[config.mk]
export PLATFORM = sky130hd
export DESIGN_NAME = brace_token_lexer_core
export DESIGN_NICKNAME = d
export VERILOG_FILES = /design/src/rtl/btl_pkg.sv /design/src/rtl/brace_token_lexer_core.sv /design/src/rtl/btl_front.sv /design/src/rtl/btl_queue.sv /design/src/rtl/btl_back.sv
export VERILOG_INCLUDE_DIRS = /design/src /design/src/rtl
export SDC_FILE = /design/constraint.sdc
export NUM_CORES = 1
export LEC_CHECK = 0
export BUFFER_PORTS_ARGS = -buffer_cell sky130_fd_sc_hd__buf_2
export CORE_MARGIN = 3
export CORE_UTILIZATION = 50
export DETAILED_ROUTE_END_ITERATION = 10
export PLACE_DENSITY_LB_ADDON = 0.2
export RECOVER_POWER = 25
export SLEW_MARGIN = 20
export SYNTH_ARGS = -nofsm -noshare
export SYNTH_HDL_FRONTEND = slang
export SYNTH_SLANG_ARGS = --single-unit
[constraint.sdc]
create_clock -name clk -period 4.2 [get_ports clk]
set_input_delay 0.84 -clock clk [delete_from_list [all_inputs] [get_ports clk]]
set_output_delay 0.84 -clock clk [all_outputs]
set_load 0.005 [all_outputs]
[src/rtl/assert_macros.svh]
// ----------------------------------------------------------------------------
// assert_macros
// Assertion macros shared by the lexer RTL.
// Define ASSERT_OFF to compile the checks out.
// ----------------------------------------------------------------------------
`ifndef ASSERT_MACROS_SVH
`define ASSERT_MACROS_SVH

`ifndef ASSERT_OFF

// Property checked at every clock edge outside reset.
`define ASSERT_ALWAYS(label, clk, rst, prop, msg) \
  label: assert property (@(posedge clk) disable iff (rst) (prop)) else $error(msg);

// Implication checked at every clock edge outside reset.
`define ASSERT_IMPLY(label, clk, rst, cond, prop, msg) \
  label: assert property (@(posedge clk) disable iff (rst) (cond) |-> (prop)) else $error(msg);

`else

`define ASSERT_ALWAYS(label, clk, rst, prop, msg)
`define ASSERT_IMPLY(label, clk, rst, cond, prop, msg)

`endif

`endif

[src/rtl/btl_pkg.sv]
// ----------------------------------------------------------------------------
// btl_pkg
// Shared types and codes of the brace token lexer: token kinds, lexer
// modes, register indexes and the job record passed from front to back.
// ----------------------------------------------------------------------------
`default_nettype none

package btl_pkg;

  // Token kinds on the result port
  localparam logic [2:0] TK_SYM_CHAR = 3'd0;
  localparam logic [2:0] TK_STR_CHAR = 3'd1;
  localparam logic [2:0] TK_SYM_END  = 3'd2;
  localparam logic [2:0] TK_STR_END  = 3'd3;
  localparam logic [2:0] TK_LBRACE   = 3'd4;
  localparam logic [2:0] TK_RBRACE   = 3'd5;
  localparam logic [2:0] TK_END      = 3'd6;

  // Configuration register indexes
  localparam int unsigned    REG_IDX_W     = 3;
  localparam logic [2:0]     REG_LBRACE    = 3'd0;
  localparam logic [2:0]     REG_RBRACE    = 3'd1;
  localparam logic [2:0]     REG_QUOTE     = 3'd2;
  localparam logic [2:0]     REG_ESCAPE    = 3'd3;
  localparam logic [2:0]     REG_COMMENT   = 3'd4;

  // Register reset values
  localparam logic [7:0] RST_LBRACE  = 8'd123;
  localparam logic [7:0] RST_RBRACE  = 8'd125;
  localparam logic [7:0] RST_QUOTE   = 8'd34;
  localparam logic [7:0] RST_ESCAPE  = 8'd92;
  localparam logic [7:0] RST_COMMENT = 8'd59;

  // Fixed characters
  localparam logic [7:0] CH_LF    = 8'd10;
  localparam logic [7:0] CH_VT    = 8'd11;
  localparam logic [7:0] CH_CR    = 8'd13;
  localparam logic [7:0] CH_TAB   = 8'd9;
  localparam logic [7:0] CH_SPACE = 8'd32;
  localparam logic [7:0] CH_N     = 8'd110;
  localparam logic [7:0] CH_R     = 8'd114;

  // Job queue sizing
  localparam int unsigned QDEPTH = 4;
  localparam int unsigned QAW    = $clog2(QDEPTH);
  localparam int unsigned QCW    = $clog2(QDEPTH + 1);

  // Lexer mode, one-hot
  typedef enum logic [4:0] {
    MODE_IDLE    = 5'b00001,
    MODE_COMMENT = 5'b00010,
    MODE_CMT_NL  = 5'b00100,
    MODE_STRING  = 5'b01000,
    MODE_ESCAPE  = 5'b10000
  } lex_mode_t;

  // One input item's tokens: one or two of them
  typedef struct packed {
    logic       two;
    logic [2:0] kind_a;
    logic [2:0] kind_b;
    logic [7:0] ch;
  } job_t;

  // Queue status seen by the back end
  typedef struct packed {
    logic full;
    logic empty;
  } q_stat_t;

endpackage

`default_nettype wire

[src/rtl/brace_token_lexer_core.sv]
// ----------------------------------------------------------------------------
// brace_token_lexer_core
// Streaming lexer for brace-structured text with strings and line comments.
// ----------------------------------------------------------------------------
// The block takes one input beat per cycle (a byte or an end-of-stream mark)
// while the queue has room and emits one token beat per cycle while out_ready
// is high. A beat yields zero, one or two tokens; the front lexes it in the
// cycle it is accepted and queues a job in a four-entry queue; the emitter
// drains one token per cycle through a registered output, so a two-token
// beat takes two output beats and the output port sets the sustained rate
// for back-to-back such beats. The user must write the five special bytes via
// the register port only while the block is idle; the block does not check.
// ----------------------------------------------------------------------------
`default_nettype none

module brace_token_lexer_core (
  input  wire logic                          clk,
  input  wire logic                          rst,
  input  wire logic                          wr_en,
  input  wire logic [btl_pkg::REG_IDX_W-1:0] wr_index,
  input  wire logic [7:0]                    wr_data,
  input  wire logic                          in_valid,
  output logic                               in_ready,
  input  wire logic                          kind,
  input  wire logic [7:0]                    byte_in,
  output logic                               out_valid,
  input  wire logic                          out_ready,
  output logic [2:0]                         token_kind,
  output logic [7:0]                         char_out,
  output logic                               last
);

  btl_pkg::q_stat_t q_stat;
  btl_pkg::job_t    push_job;
  btl_pkg::job_t    head;
  logic             push;
  logic             pop;

  btl_front u_front (
    .clk      (clk),
    .rst      (rst),
    .wr_en    (wr_en),
    .wr_index (wr_index),
    .wr_data  (wr_data),
    .in_valid (in_valid),
    .in_ready (in_ready),
    .kind     (kind),
    .byte_in  (byte_in),
    .q_stat   (q_stat),
    .push     (push),
    .push_job (push_job)
  );

  btl_queue u_queue (
    .clk      (clk),
    .rst      (rst),
    .push     (push),
    .push_job (push_job),
    .pop      (pop),
    .head     (head),
    .q_stat   (q_stat)
  );

  btl_back u_back (
    .clk        (clk),
    .rst        (rst),
    .head       (head),
    .q_stat     (q_stat),
    .pop        (pop),
    .out_valid  (out_valid),
    .out_ready  (out_ready),
    .token_kind (token_kind),
    .char_out   (char_out),
    .last       (last)
  );

endmodule

`default_nettype wire

[src/rtl/btl_front.sv]
// ----------------------------------------------------------------------------
// btl_front
// Accepts input beats, holds the brace/quote/escape/comment registers and the
// lexer mode, and turns each beat into a job of zero, one or two tokens.
// ----------------------------------------------------------------------------
`default_nettype none

module btl_front (
  input  wire logic                          clk,
  input  wire logic                          rst,
  input  wire logic                          wr_en,
  input  wire logic [btl_pkg::REG_IDX_W-1:0] wr_index,
  input  wire logic [7:0]                    wr_data,
  input  wire logic                          in_valid,
  output logic                               in_ready,
  input  wire logic                          kind,
  input  wire logic [7:0]                    byte_in,
  input  wire btl_pkg::q_stat_t              q_stat,
  output logic                               push,
  output btl_pkg::job_t                      push_job
);

  logic [7:0] lbrace_ch;
  logic [7:0] rbrace_ch;
  logic [7:0] quote_ch;
  logic [7:0] escape_ch;
  logic [7:0] comment_ch;

  btl_pkg::lex_mode_t mode;
  btl_pkg::lex_mode_t mode_next;
  logic               sym_open;
  logic               sym_open_next;

  logic               take;
  logic               emit;
  btl_pkg::job_t      job;

  // Outside-string handling
  logic               is_sep;
  logic               is_nl;
  logic               o_emit;
  btl_pkg::job_t      o_job;
  btl_pkg::lex_mode_t o_mode;
  logic               o_sym;

  logic [7:0]         esc_ch;

  assign in_ready = !q_stat.full;
  assign take     = in_valid && in_ready;

  // Write configuration registers
  always_ff @(posedge clk) begin
    if (rst) begin
      lbrace_ch  <= btl_pkg::RST_LBRACE;
      rbrace_ch  <= btl_pkg::RST_RBRACE;
      quote_ch   <= btl_pkg::RST_QUOTE;
      escape_ch  <= btl_pkg::RST_ESCAPE;
      comment_ch <= btl_pkg::RST_COMMENT;
    end else if (wr_en) begin
      unique case (wr_index)
        btl_pkg::REG_LBRACE:  lbrace_ch  <= wr_data;
        btl_pkg::REG_RBRACE:  rbrace_ch  <= wr_data;
        btl_pkg::REG_QUOTE:   quote_ch   <= wr_data;
        btl_pkg::REG_ESCAPE:  escape_ch  <= wr_data;
        btl_pkg::REG_COMMENT: comment_ch <= wr_data;
        default: ;
      endcase
    end
  end

  assign is_sep = (byte_in == btl_pkg::CH_SPACE) ||
                  ((byte_in >= btl_pkg::CH_TAB) && (byte_in <= btl_pkg::CH_CR));
  assign is_nl  = (byte_in == btl_pkg::CH_LF) || (byte_in == btl_pkg::CH_CR);

  // Map the byte after an escape
  always_comb begin
    if (byte_in == btl_pkg::CH_N) begin
      esc_ch = btl_pkg::CH_LF;
    end else if (byte_in == btl_pkg::CH_R) begin
      esc_ch = btl_pkg::CH_CR;
    end else begin
      esc_ch = byte_in;
    end
  end

  // Classify a byte seen outside strings and comments
  always_comb begin
    o_emit = 1'b0;
    o_job  = '0;
    o_mode = btl_pkg::MODE_IDLE;
    o_sym  = 1'b0;
    if (is_sep) begin
      o_emit       = sym_open;
      o_job.kind_a = btl_pkg::TK_SYM_END;
    end else if (byte_in == lbrace_ch || byte_in == rbrace_ch) begin
      o_emit = 1'b1;
      if (sym_open) begin
        o_job.two    = 1'b1;
        o_job.kind_a = btl_pkg::TK_SYM_END;
        o_job.kind_b = (byte_in == lbrace_ch) ? btl_pkg::TK_LBRACE : btl_pkg::TK_RBRACE;
      end else begin
        o_job.kind_a = (byte_in == lbrace_ch) ? btl_pkg::TK_LBRACE : btl_pkg::TK_RBRACE;
      end
    end else if (byte_in == comment_ch) begin
      o_mode = btl_pkg::MODE_COMMENT;
      o_sym  = sym_open;
    end else if (byte_in == quote_ch) begin
      o_emit       = sym_open;
      o_job.kind_a = btl_pkg::TK_SYM_END;
      o_mode       = btl_pkg::MODE_STRING;
    end else begin
      o_emit       = 1'b1;
      o_job.kind_a = btl_pkg::TK_SYM_CHAR;
      o_job.ch     = byte_in;
      o_sym        = 1'b1;
    end
  end

  // Advance the lexer mode for the current beat
  always_comb begin
    mode_next     = mode;
    sym_open_next = sym_open;
    emit          = 1'b0;
    job           = '0;
    if (kind) begin
      emit          = 1'b1;
      mode_next     = btl_pkg::MODE_IDLE;
      sym_open_next = 1'b0;
      if (mode == btl_pkg::MODE_STRING || mode == btl_pkg::MODE_ESCAPE) begin
        job.two    = 1'b1;
        job.kind_a = btl_pkg::TK_STR_END;
        job.kind_b = btl_pkg::TK_END;
      end else if (sym_open) begin
        job.two    = 1'b1;
        job.kind_a = btl_pkg::TK_SYM_END;
        job.kind_b = btl_pkg::TK_END;
      end else begin
        job.kind_a = btl_pkg::TK_END;
      end
    end else begin
      unique case (mode)
        btl_pkg::MODE_COMMENT: begin
          if (is_nl) begin
            mode_next = btl_pkg::MODE_CMT_NL;
          end
        end
        btl_pkg::MODE_CMT_NL: begin
          if (!is_nl) begin
            emit          = o_emit;
            job           = o_job;
            mode_next     = o_mode;
            sym_open_next = o_sym;
          end
        end
        btl_pkg::MODE_STRING: begin
          if (byte_in == quote_ch) begin
            emit       = 1'b1;
            job.kind_a = btl_pkg::TK_STR_END;
            mode_next  = btl_pkg::MODE_IDLE;
          end else if (byte_in == escape_ch) begin
            mode_next = btl_pkg::MODE_ESCAPE;
          end else begin
            emit       = 1'b1;
            job.kind_a = btl_pkg::TK_STR_CHAR;
            job.ch     = byte_in;
          end
        end
        btl_pkg::MODE_ESCAPE: begin
          emit       = 1'b1;
          job.kind_a = btl_pkg::TK_STR_CHAR;
          job.ch     = esc_ch;
          mode_next  = btl_pkg::MODE_STRING;
        end
        default: begin
          emit          = o_emit;
          job           = o_job;
          mode_next     = o_mode;
          sym_open_next = o_sym;
        end
      endcase
    end
  end

  // Hold lexer state between beats
  always_ff @(posedge clk) begin
    if (rst) begin
      mode     <= btl_pkg::MODE_IDLE;
      sym_open <= 1'b0;
    end else if (take) begin
      mode     <= mode_next;
      sym_open <= sym_open_next;
    end
  end

  assign push     = take && emit;
  assign push_job = job;

endmodule

`default_nettype wire

[src/rtl/btl_queue.sv]
// ----------------------------------------------------------------------------
// btl_queue
// Short job queue between the lexer front and the token emitter.
// ----------------------------------------------------------------------------
`default_nettype none

`include "assert_macros.svh"

module btl_queue (
  input  wire logic             clk,
  input  wire logic             rst,
  input  wire logic             push,
  input  wire btl_pkg::job_t    push_job,
  input  wire logic             pop,
  output btl_pkg::job_t         head,
  output btl_pkg::q_stat_t      q_stat
);

  btl_pkg::job_t                entries [btl_pkg::QDEPTH];
  logic [btl_pkg::QAW-1:0]      wr_ptr;
  logic [btl_pkg::QAW-1:0]      rd_ptr;
  logic [btl_pkg::QCW-1:0]      count;
  logic                         do_push;
  logic                         do_pop;

  assign q_stat.full  = (count == btl_pkg::QCW'(btl_pkg::QDEPTH));
  assign q_stat.empty = (count == '0);
  assign do_push      = push && !q_stat.full;
  assign do_pop       = pop && !q_stat.empty;
  assign head         = entries[rd_ptr];

  // Store pushed jobs
  always_ff @(posedge clk) begin
    if (do_push) begin
      entries[wr_ptr] <= push_job;
    end
  end

  // Advance pointers and occupancy
  always_ff @(posedge clk) begin
    if (rst) begin
      wr_ptr <= '0;
      rd_ptr <= '0;
      count  <= '0;
    end else begin
      if (do_push) begin
        wr_ptr <= wr_ptr + 1'b1;
      end
      if (do_pop) begin
        rd_ptr <= rd_ptr + 1'b1;
      end
      if (do_push && !do_pop) begin
        count <= count + 1'b1;
      end else if (do_pop && !do_push) begin
        count <= count - 1'b1;
      end
    end
  end

  `ASSERT_ALWAYS(a_count_bound, clk, rst, count <= btl_pkg::QCW'(btl_pkg::QDEPTH), "queue count overflow")
  `ASSERT_IMPLY(a_no_push_full, clk, rst, push, !q_stat.full, "job pushed into full queue")

endmodule

`default_nettype wire

[src/rtl/btl_back.sv]
// ----------------------------------------------------------------------------
// btl_back
// Token emitter: takes queued jobs and, unless out_ready stalls, drives one
// token beat per cycle via an output register, two beats per two-token job.
// ----------------------------------------------------------------------------
`default_nettype none

`include "assert_macros.svh"

module btl_back (
  input  wire logic             clk,
  input  wire logic             rst,
  input  wire btl_pkg::job_t    head,
  input  wire btl_pkg::q_stat_t q_stat,
  output logic                  pop,
  output logic                  out_valid,
  input  wire logic             out_ready,
  output logic [2:0]            token_kind,
  output logic [7:0]            char_out,
  output logic                  last
);

  logic phase;
  logic load;

  // Load a new beat when the output slot is free or being taken
  assign load = !q_stat.empty && (!out_valid || out_ready);
  assign pop  = load && (phase || !head.two);

  always_ff @(posedge clk) begin
    if (rst) begin
      out_valid <= 1'b0;
      phase     <= 1'b0;
    end else if (load) begin
      out_valid <= 1'b1;
      phase     <= !phase && head.two;
    end else if (out_ready) begin
      out_valid <= 1'b0;
    end
  end

  // Select the payload of the next beat
  always_ff @(posedge clk) begin
    if (load) begin
      if (phase) begin
        token_kind <= head.kind_b;
        char_out   <= '0;
        last       <= 1'b1;
      end else begin
        token_kind <= head.kind_a;
        char_out   <= head.ch;
        last       <= !head.two;
      end
    end
  end

  `ASSERT_IMPLY(a_phase_first_beat, clk, rst, phase, out_valid && !last, "second token pending without first beat")
  `ASSERT_IMPLY(a_phase_head, clk, rst, phase, !q_stat.empty && head.two, "second token pending without its job")

endmodule

`default_nettype wire
; ---- Yosys cells after proc, flatten, opt, wreduce, memory -nomap -nowiden
; Memories as Yosys holds them, arrays and structs flattened. A register that Yosys moved wholly into a read port is not among the register bits.
; Index checks and enable logic that the tools add are counted.
[word_totals]
mem_count = 1
word_cells = 146
in_bits = 25
regBits = 67
ramBits = 60
out_inout_bits = 14
[op_classes]
reduce_logical = 35
addsub = 4
n_mux = 66
n_eq_ne = 23
magnitude_cmp = 2
[mem_list]
columns = memory, words, word_bits, rd, rd_ports_with_merged_regs, write_ports, line_no
row1 = u_queue.entries, 4, 15, 1, 1, 1, btl_queue.sv:19  ; btl_pkg::job_t entries [btl_pkg::QDEPTH];
[ops]
columns = cell, count
row1 = 8-bit 2-to-1 mux, 8
row2 = 8-bit equality test, 5
row3 = 5-bit 2-to-1 mux, 8
row4 = 8-bit case mux with 4 select lines, 1
row5 = 3-bit 2-to-1 mux, 10
row6 = 1-bit 2-to-1 mux, 23
row7 = 5-bit case mux with 4 select lines, 1
row8 = "8-bit by 4-bit equality test with 1-bit output, second input constant", 2
row9 = "8-bit by 7-bit equality test with 1-bit output, second input constant", 2
row10 = 15-bit 2-to-1 mux, 1
row11 = 7-bit 2-to-1 mux, 2
row12 = 3-bit case mux with 4 select lines, 1
row13 = 11-bit 2-to-1 mux, 1
row14 = 1-bit logical AND, 10
row15 = 2-bit 2-to-1 mux, 5
row16 = 2-bit AND reduction, 5
row17 = "8-bit by 6-bit equality test with 1-bit output, second input constant", 1
row18 = "8-bit by 4-bit greater-or-equal comparator with 1-bit output, second input constant", 1
row19 = "8-bit by 4-bit less-or-equal comparator with 1-bit output, second input constant", 1
row20 = 1-bit logical NOT, 7
row21 = "3-bit by 2-bit equality test with 1-bit output, second input constant", 2
row22 = "3-bit equality test, second input constant", 2
row23 = 3-bit logical NOT, 2
row24 = 1-bit logical OR, 6
row25 = other kinds (20), 23

; ---- Logic depth before layout (Yosys ltp)
[logic_depth]
word_depth = 14
mapped_depth = 15
depth_no_buf = 13

; ---- Cells and area by module
; A second synthesis with hierarchy kept.
[unflattened]
hier_cells = 512
hier_area_um2 = 5974.5
[by_module_without_submodules]
columns = module, instances, area_per_inst_um2, cells_each, seq_area_each_um2
row1 = btl_front, 1, 2775.2, 351, 920.9
row2 = btl_queue, 1, 2646.3, 126, 1981.9
row3 = btl_back, 1, 553.0, 35, 400.4

; ---- Least setup slack after synthesis
; Ideal clock, no wire load.
[synth_timing]
path_type = in2reg
start = input byte_in[2]
end = register u_queue.count[2] (netlist bit)
t_arrival_ps = 3428
path_stages = 14
setup_slack_ps = 703
setup_ps = 70
path_buffers = 2
t_required_ps = 4130
path_cell_list = buf_6 buf_12 nor4b_4 o21ai_1 o21a_2 a311o_1 o21a_1 inv_1 ha_1 inv_1 fa_1 xor2_1 or3_1 a21oi_1
[synth_via]
elab_chain_cells = 13
word_cells_on_any_way = 30
classes_between = 2 x order compare / 8 x eq/ne / 10 x mux / 10 x reduce/logical
[synth_lines]
columns = element, line_no
row1 = "start, declared", brace_token_lexer_core.sv:25  ; input wire logic [7:0] byte_in,
row2 = "parallel branches: the longest is 6 deep, another holds 8-bit by 4-bit greater-or-equal comparator with 1-bit output", -
row3 = 1-bit case mux with 4 select lines *, btl_front.sv:141  ; unique case (mode)
row4 = 1-bit 2-to-1 mux *, btl_front.sv:125  ; if (kind) begin
row5 = 1-bit logical AND *, btl_front.sv:195  ; assign push = take && emit;
row6 = 1-bit logical AND *, btl_queue.sv:28  ; assign do_push = push && !q_stat.full;
row7 = via u_queue.do_push, btl_queue.sv:23  ; logic do_push;
row8 = 1-bit logical NOT, btl_queue.sv:54  ; end else if (do_pop && !do_push) begin
row9 = 1-bit logical AND, btl_queue.sv:54
row10 = 2-bit nonzero test (no source line), -
row11 = "end signal, assigned", btl_queue.sv:53  ; count <= count + 1'b1;
row12 = "end signal, assigned", btl_queue.sv:55  ; count <= count - 1'b1;
row13 = "end, declared", btl_queue.sv:22  ; logic [btl_pkg::QCW-1:0] count;
; Mark *: on every way through the listed nets, which the timed path passes.
; A chain may end at the register's enable or synchronous reset.

; ---- Worst setup path in the final report
; Ends and elaborated chain as after synthesis.

==> metrics <==
Bufs on Longest Clock Path 2; clock network fraction of total power 41.7%; outcome finished with violations; Mapped Cells 509; GRT overflow 0; depth of the CTS H-tree 4; Root Buffer clkbuf_16; width of the die 114.4 um; top layer in use met4; crit path max fanout 14; Starting DRT DRC Count 326; Worst IR Drop VDD 0.3850 mV; Worst Hold Depth 2; clk sinks 125; initial core utilization 52.58%; CTS Hold Bufs 0; number of global-route vias before repair 3798; Worst Path Arrival 3.75 ns; commonest non-fill, non-tap cells in the layout nand2_1 (82), edfxtp_1 (68), dfxtp_1 (57), xnor2_1 (40), buf_2 (37); synthesized net count 540; initial antenna violation count 0; RSZ-0062 raised after global routing no; WL/cell 16.48 um; failing checks max-capacitance violations, max-slew violations; skew final 0.01111 ns; Setup Viol. Count Final 0; nature of the critical path endpoint flop; met2 routed WL 5.940 mm; Die Y 114.4 um; PortBufs 38; r2r worst-path depth 12; commonest non-fill, non-tap cell in the layout nand2_1; worst path required time 4.51 ns; Comb pwr share 17.8%; TritonRoute pass-1 iters 4; row cnt 38; min-delay worst type reg2reg; area delta synth->final 15.10%; drt total wl 11.55 mm; met3 WL 500 um; Primary FF master, synth edfxtp_1; Seq pwr share 40.5%; layout net count 579; Met1 Wirelength 4.991 mm; Final Max Tran Viols 60; largest net degree at the start of global routing 60; Post-synth EDFFs 68; CTS tree built; core area 0.01117 mm^2; Max-slew headroom -52.56%; post-CTS setup buffer count 0; post-route minimum period 3.439 ns; vias 3854; Tot Pwr 3.990 mW; Lkg Pwr 2.514 nW; Final HPWL DP 8.046 mm; Setup TNS 0 ns; yosys warns 0; CTS resizes 0; part of the cycle the worst path needs 81.87%; Via density 5.498; global-route wire length before repair 18.92 mm; maxcap violations 1; flops & latches, synth 125; post-synth cell types 64; syn_area_per_cell 11.54 um^2; pwr/cell area 590.1 mW/mm^2; Post-synth ARST share 0%; Sw Ratio 23.71%; IO Pins 39; Pint 3.044 mW; Worst Tran Pin Value 2.288 ns; routability congestion estimate 0.8434; antenna diode count 0; CTS clk-pin slew, worst paths 0.05 ns; Final Hold Viols 0; sequential area share after synthesis 54.19%; drc violations 0; Max Clock Freq 290.8 MHz; GRT Overall Usage 18.92%; fill cell count 898; Skew-Pair Late Insertion Delay 0.41 ns; Die ar. 0.01309 mm^2; layout cells sized above 1 19.25%; Mapped Area 0.005874 mm^2; ANT nets after route 0; CP Class in2reg; launching element type of the critical path primary input; switching power 946.1 uW; TritonCTS buffer count 17
state kept, by name (all words and copies together), names as in the netlist, named ones only:
signal              cells
u_back.out_valid        1
u_queue.wr_ptr          2
u_front.quote_ch        8
u_back.phase            1
u_front.rbrace_ch       8
u_queue.count           3
u_front.mode            5
u_back.last             1
u_front.sym_open        1
u_front.escape_ch       8
u_back.token_kind       3
u_front.comment_ch      8
u_front.lbrace_ch       8
u_queue.rd_ptr          2
u_back.char_out         8
u_queue.entries        56
cell usage after synthesis, types with 3 or more instances:
| library cell | n | area [um^2] |
|---|---|---|
| and3_1 | 5 | 31.28 |
| edfxtp_1 | 68 | 2042 |
| xnor2_1 | 40 | 350.3 |
| o211ai_1 | 3 | 22.52 |
| and3b_1 | 3 | 26.28 |
| xor2_1 | 4 | 35.03 |
| or2_2 | 4 | 25.02 |
| nand3b_1 | 22 | 165.2 |
| o21ai_0 | 7 | 35.03 |
| nand2b_1 | 3 | 18.77 |
| inv_1 | 7 | 26.28 |
| dfxtp_1 | 57 | 1141 |
| nor2_1 | 35 | 131.4 |
| mux2i_1 | 11 | 110.1 |
| nor2b_1 | 13 | 81.33 |
| and2_1 | 10 | 62.56 |
| a21oi_1 | 22 | 110.1 |
| clkbuf_1 | 12 | 45.04 |
| mux4_2 | 14 | 315.3 |
| nand4_1 | 10 | 62.56 |
| ha_1 | 5 | 62.56 |
| mux2_2 | 5 | 56.30 |
| nand3_1 | 4 | 20.02 |
| a211oi_1 | 3 | 22.52 |
| buf_6 | 8 | 90.09 |
| nand2_1 | 82 | 307.8 |
| nor3_1 | 5 | 25.02 |
through the flow:
step	utilization (%)	hold WS (ns)	instances	worst slack [ns]	area (um^2)
5_1_grt	60.52	0.4905	701	0.5073	6761
4_1_cts	60.56	0.4663	701	0.7681	6766
3_3_place_gp	54.51	0.4523	669	0.4372	6091
2_1_floorplan	-	0.4462	509	0.7026	5874
3_5_place_dp	54.51	0.4591	669	0.3606	6091
6_report	60.52	0.4643	701	0.7615	6761
per-layer routing:
| metal | vias to the layer above | track usage (%) |
|---|---|---|
| met2 | 95 | 31.39 |
| met5 | - | 0 |
| met4 | 0 | 9.422 |
| met1 | 1854 | 22.54 |
| li1 | 1893 | - |
| met3 | 12 | 5.285 |
cells by family after synthesis:
kind of cell,share of synthesized area (%)
AOI/OAI and AO/OA,5.708
xor gates and xnor gates,6.837
adders and majority gates,1.406
buffers and inverters,4.004
DFF,54.19
muxes,8.200
and+or+nand+nor,19.66
power by group through the flow:
stage | logic (mW) | registers [mW] | clock network [mW]
2_1_floorplan | 0.537 | 1.62 | 0
3_3_place_gp | 0.710 | 1.63 | 0
3_5_place_dp | 0.727 | 1.64 | 0
4_1_cts | 0.732 | 1.62 | 1.69
5_1_grt | 0.795 | 1.64 | 1.75
6_report | 0.711 | 1.61 | 1.66
worst paths after layout:
check / from / to / slack [ns]
worst max-delay path: byte_in[2] / u_queue.count[2] / 0.76
worst min-delay path: u_back.out_valid / u_back.out_valid / 0.46
worst max register to register: u_front.mode[4] / u_queue.count[2] / 1.05
worst min register to register: u_back.out_valid / u_back.out_valid / 0.46
critical path, stage by stage:
cell     delay, ns
buf_2         0.30
xnor2_1       0.16
nand4_1       0.10
nor2_1        0.22
nor2_2        0.13
a311o_1       0.36
o21a_1        0.24
inv_1         0.11
ha_1          0.19
inv_1         0.07
fa_1          0.42
xor2_1        0.17
or3_1         0.30
a21oi_1       0.13
area by class of cell:
| cell class | count | area [um^2] | share of cell area (%) |
|---|---|---|---|
| flip-flops and latches | 125 | 3183 | 47.08 |
| multi-input cells | 351 | 2456 | 36.33 |
| clock buffers | 18 | 429.2 | 6.347 |
| clock inverters | 14 | 246.5 | 3.645 |
| repair buffers | 46 | 245.2 | 3.627 |
| well taps | 140 | 175.2 | 2.591 |
| inverters | 7 | 26.28 | 0.3886 |
No activity file was read; power rests on OpenSTA's default activity.
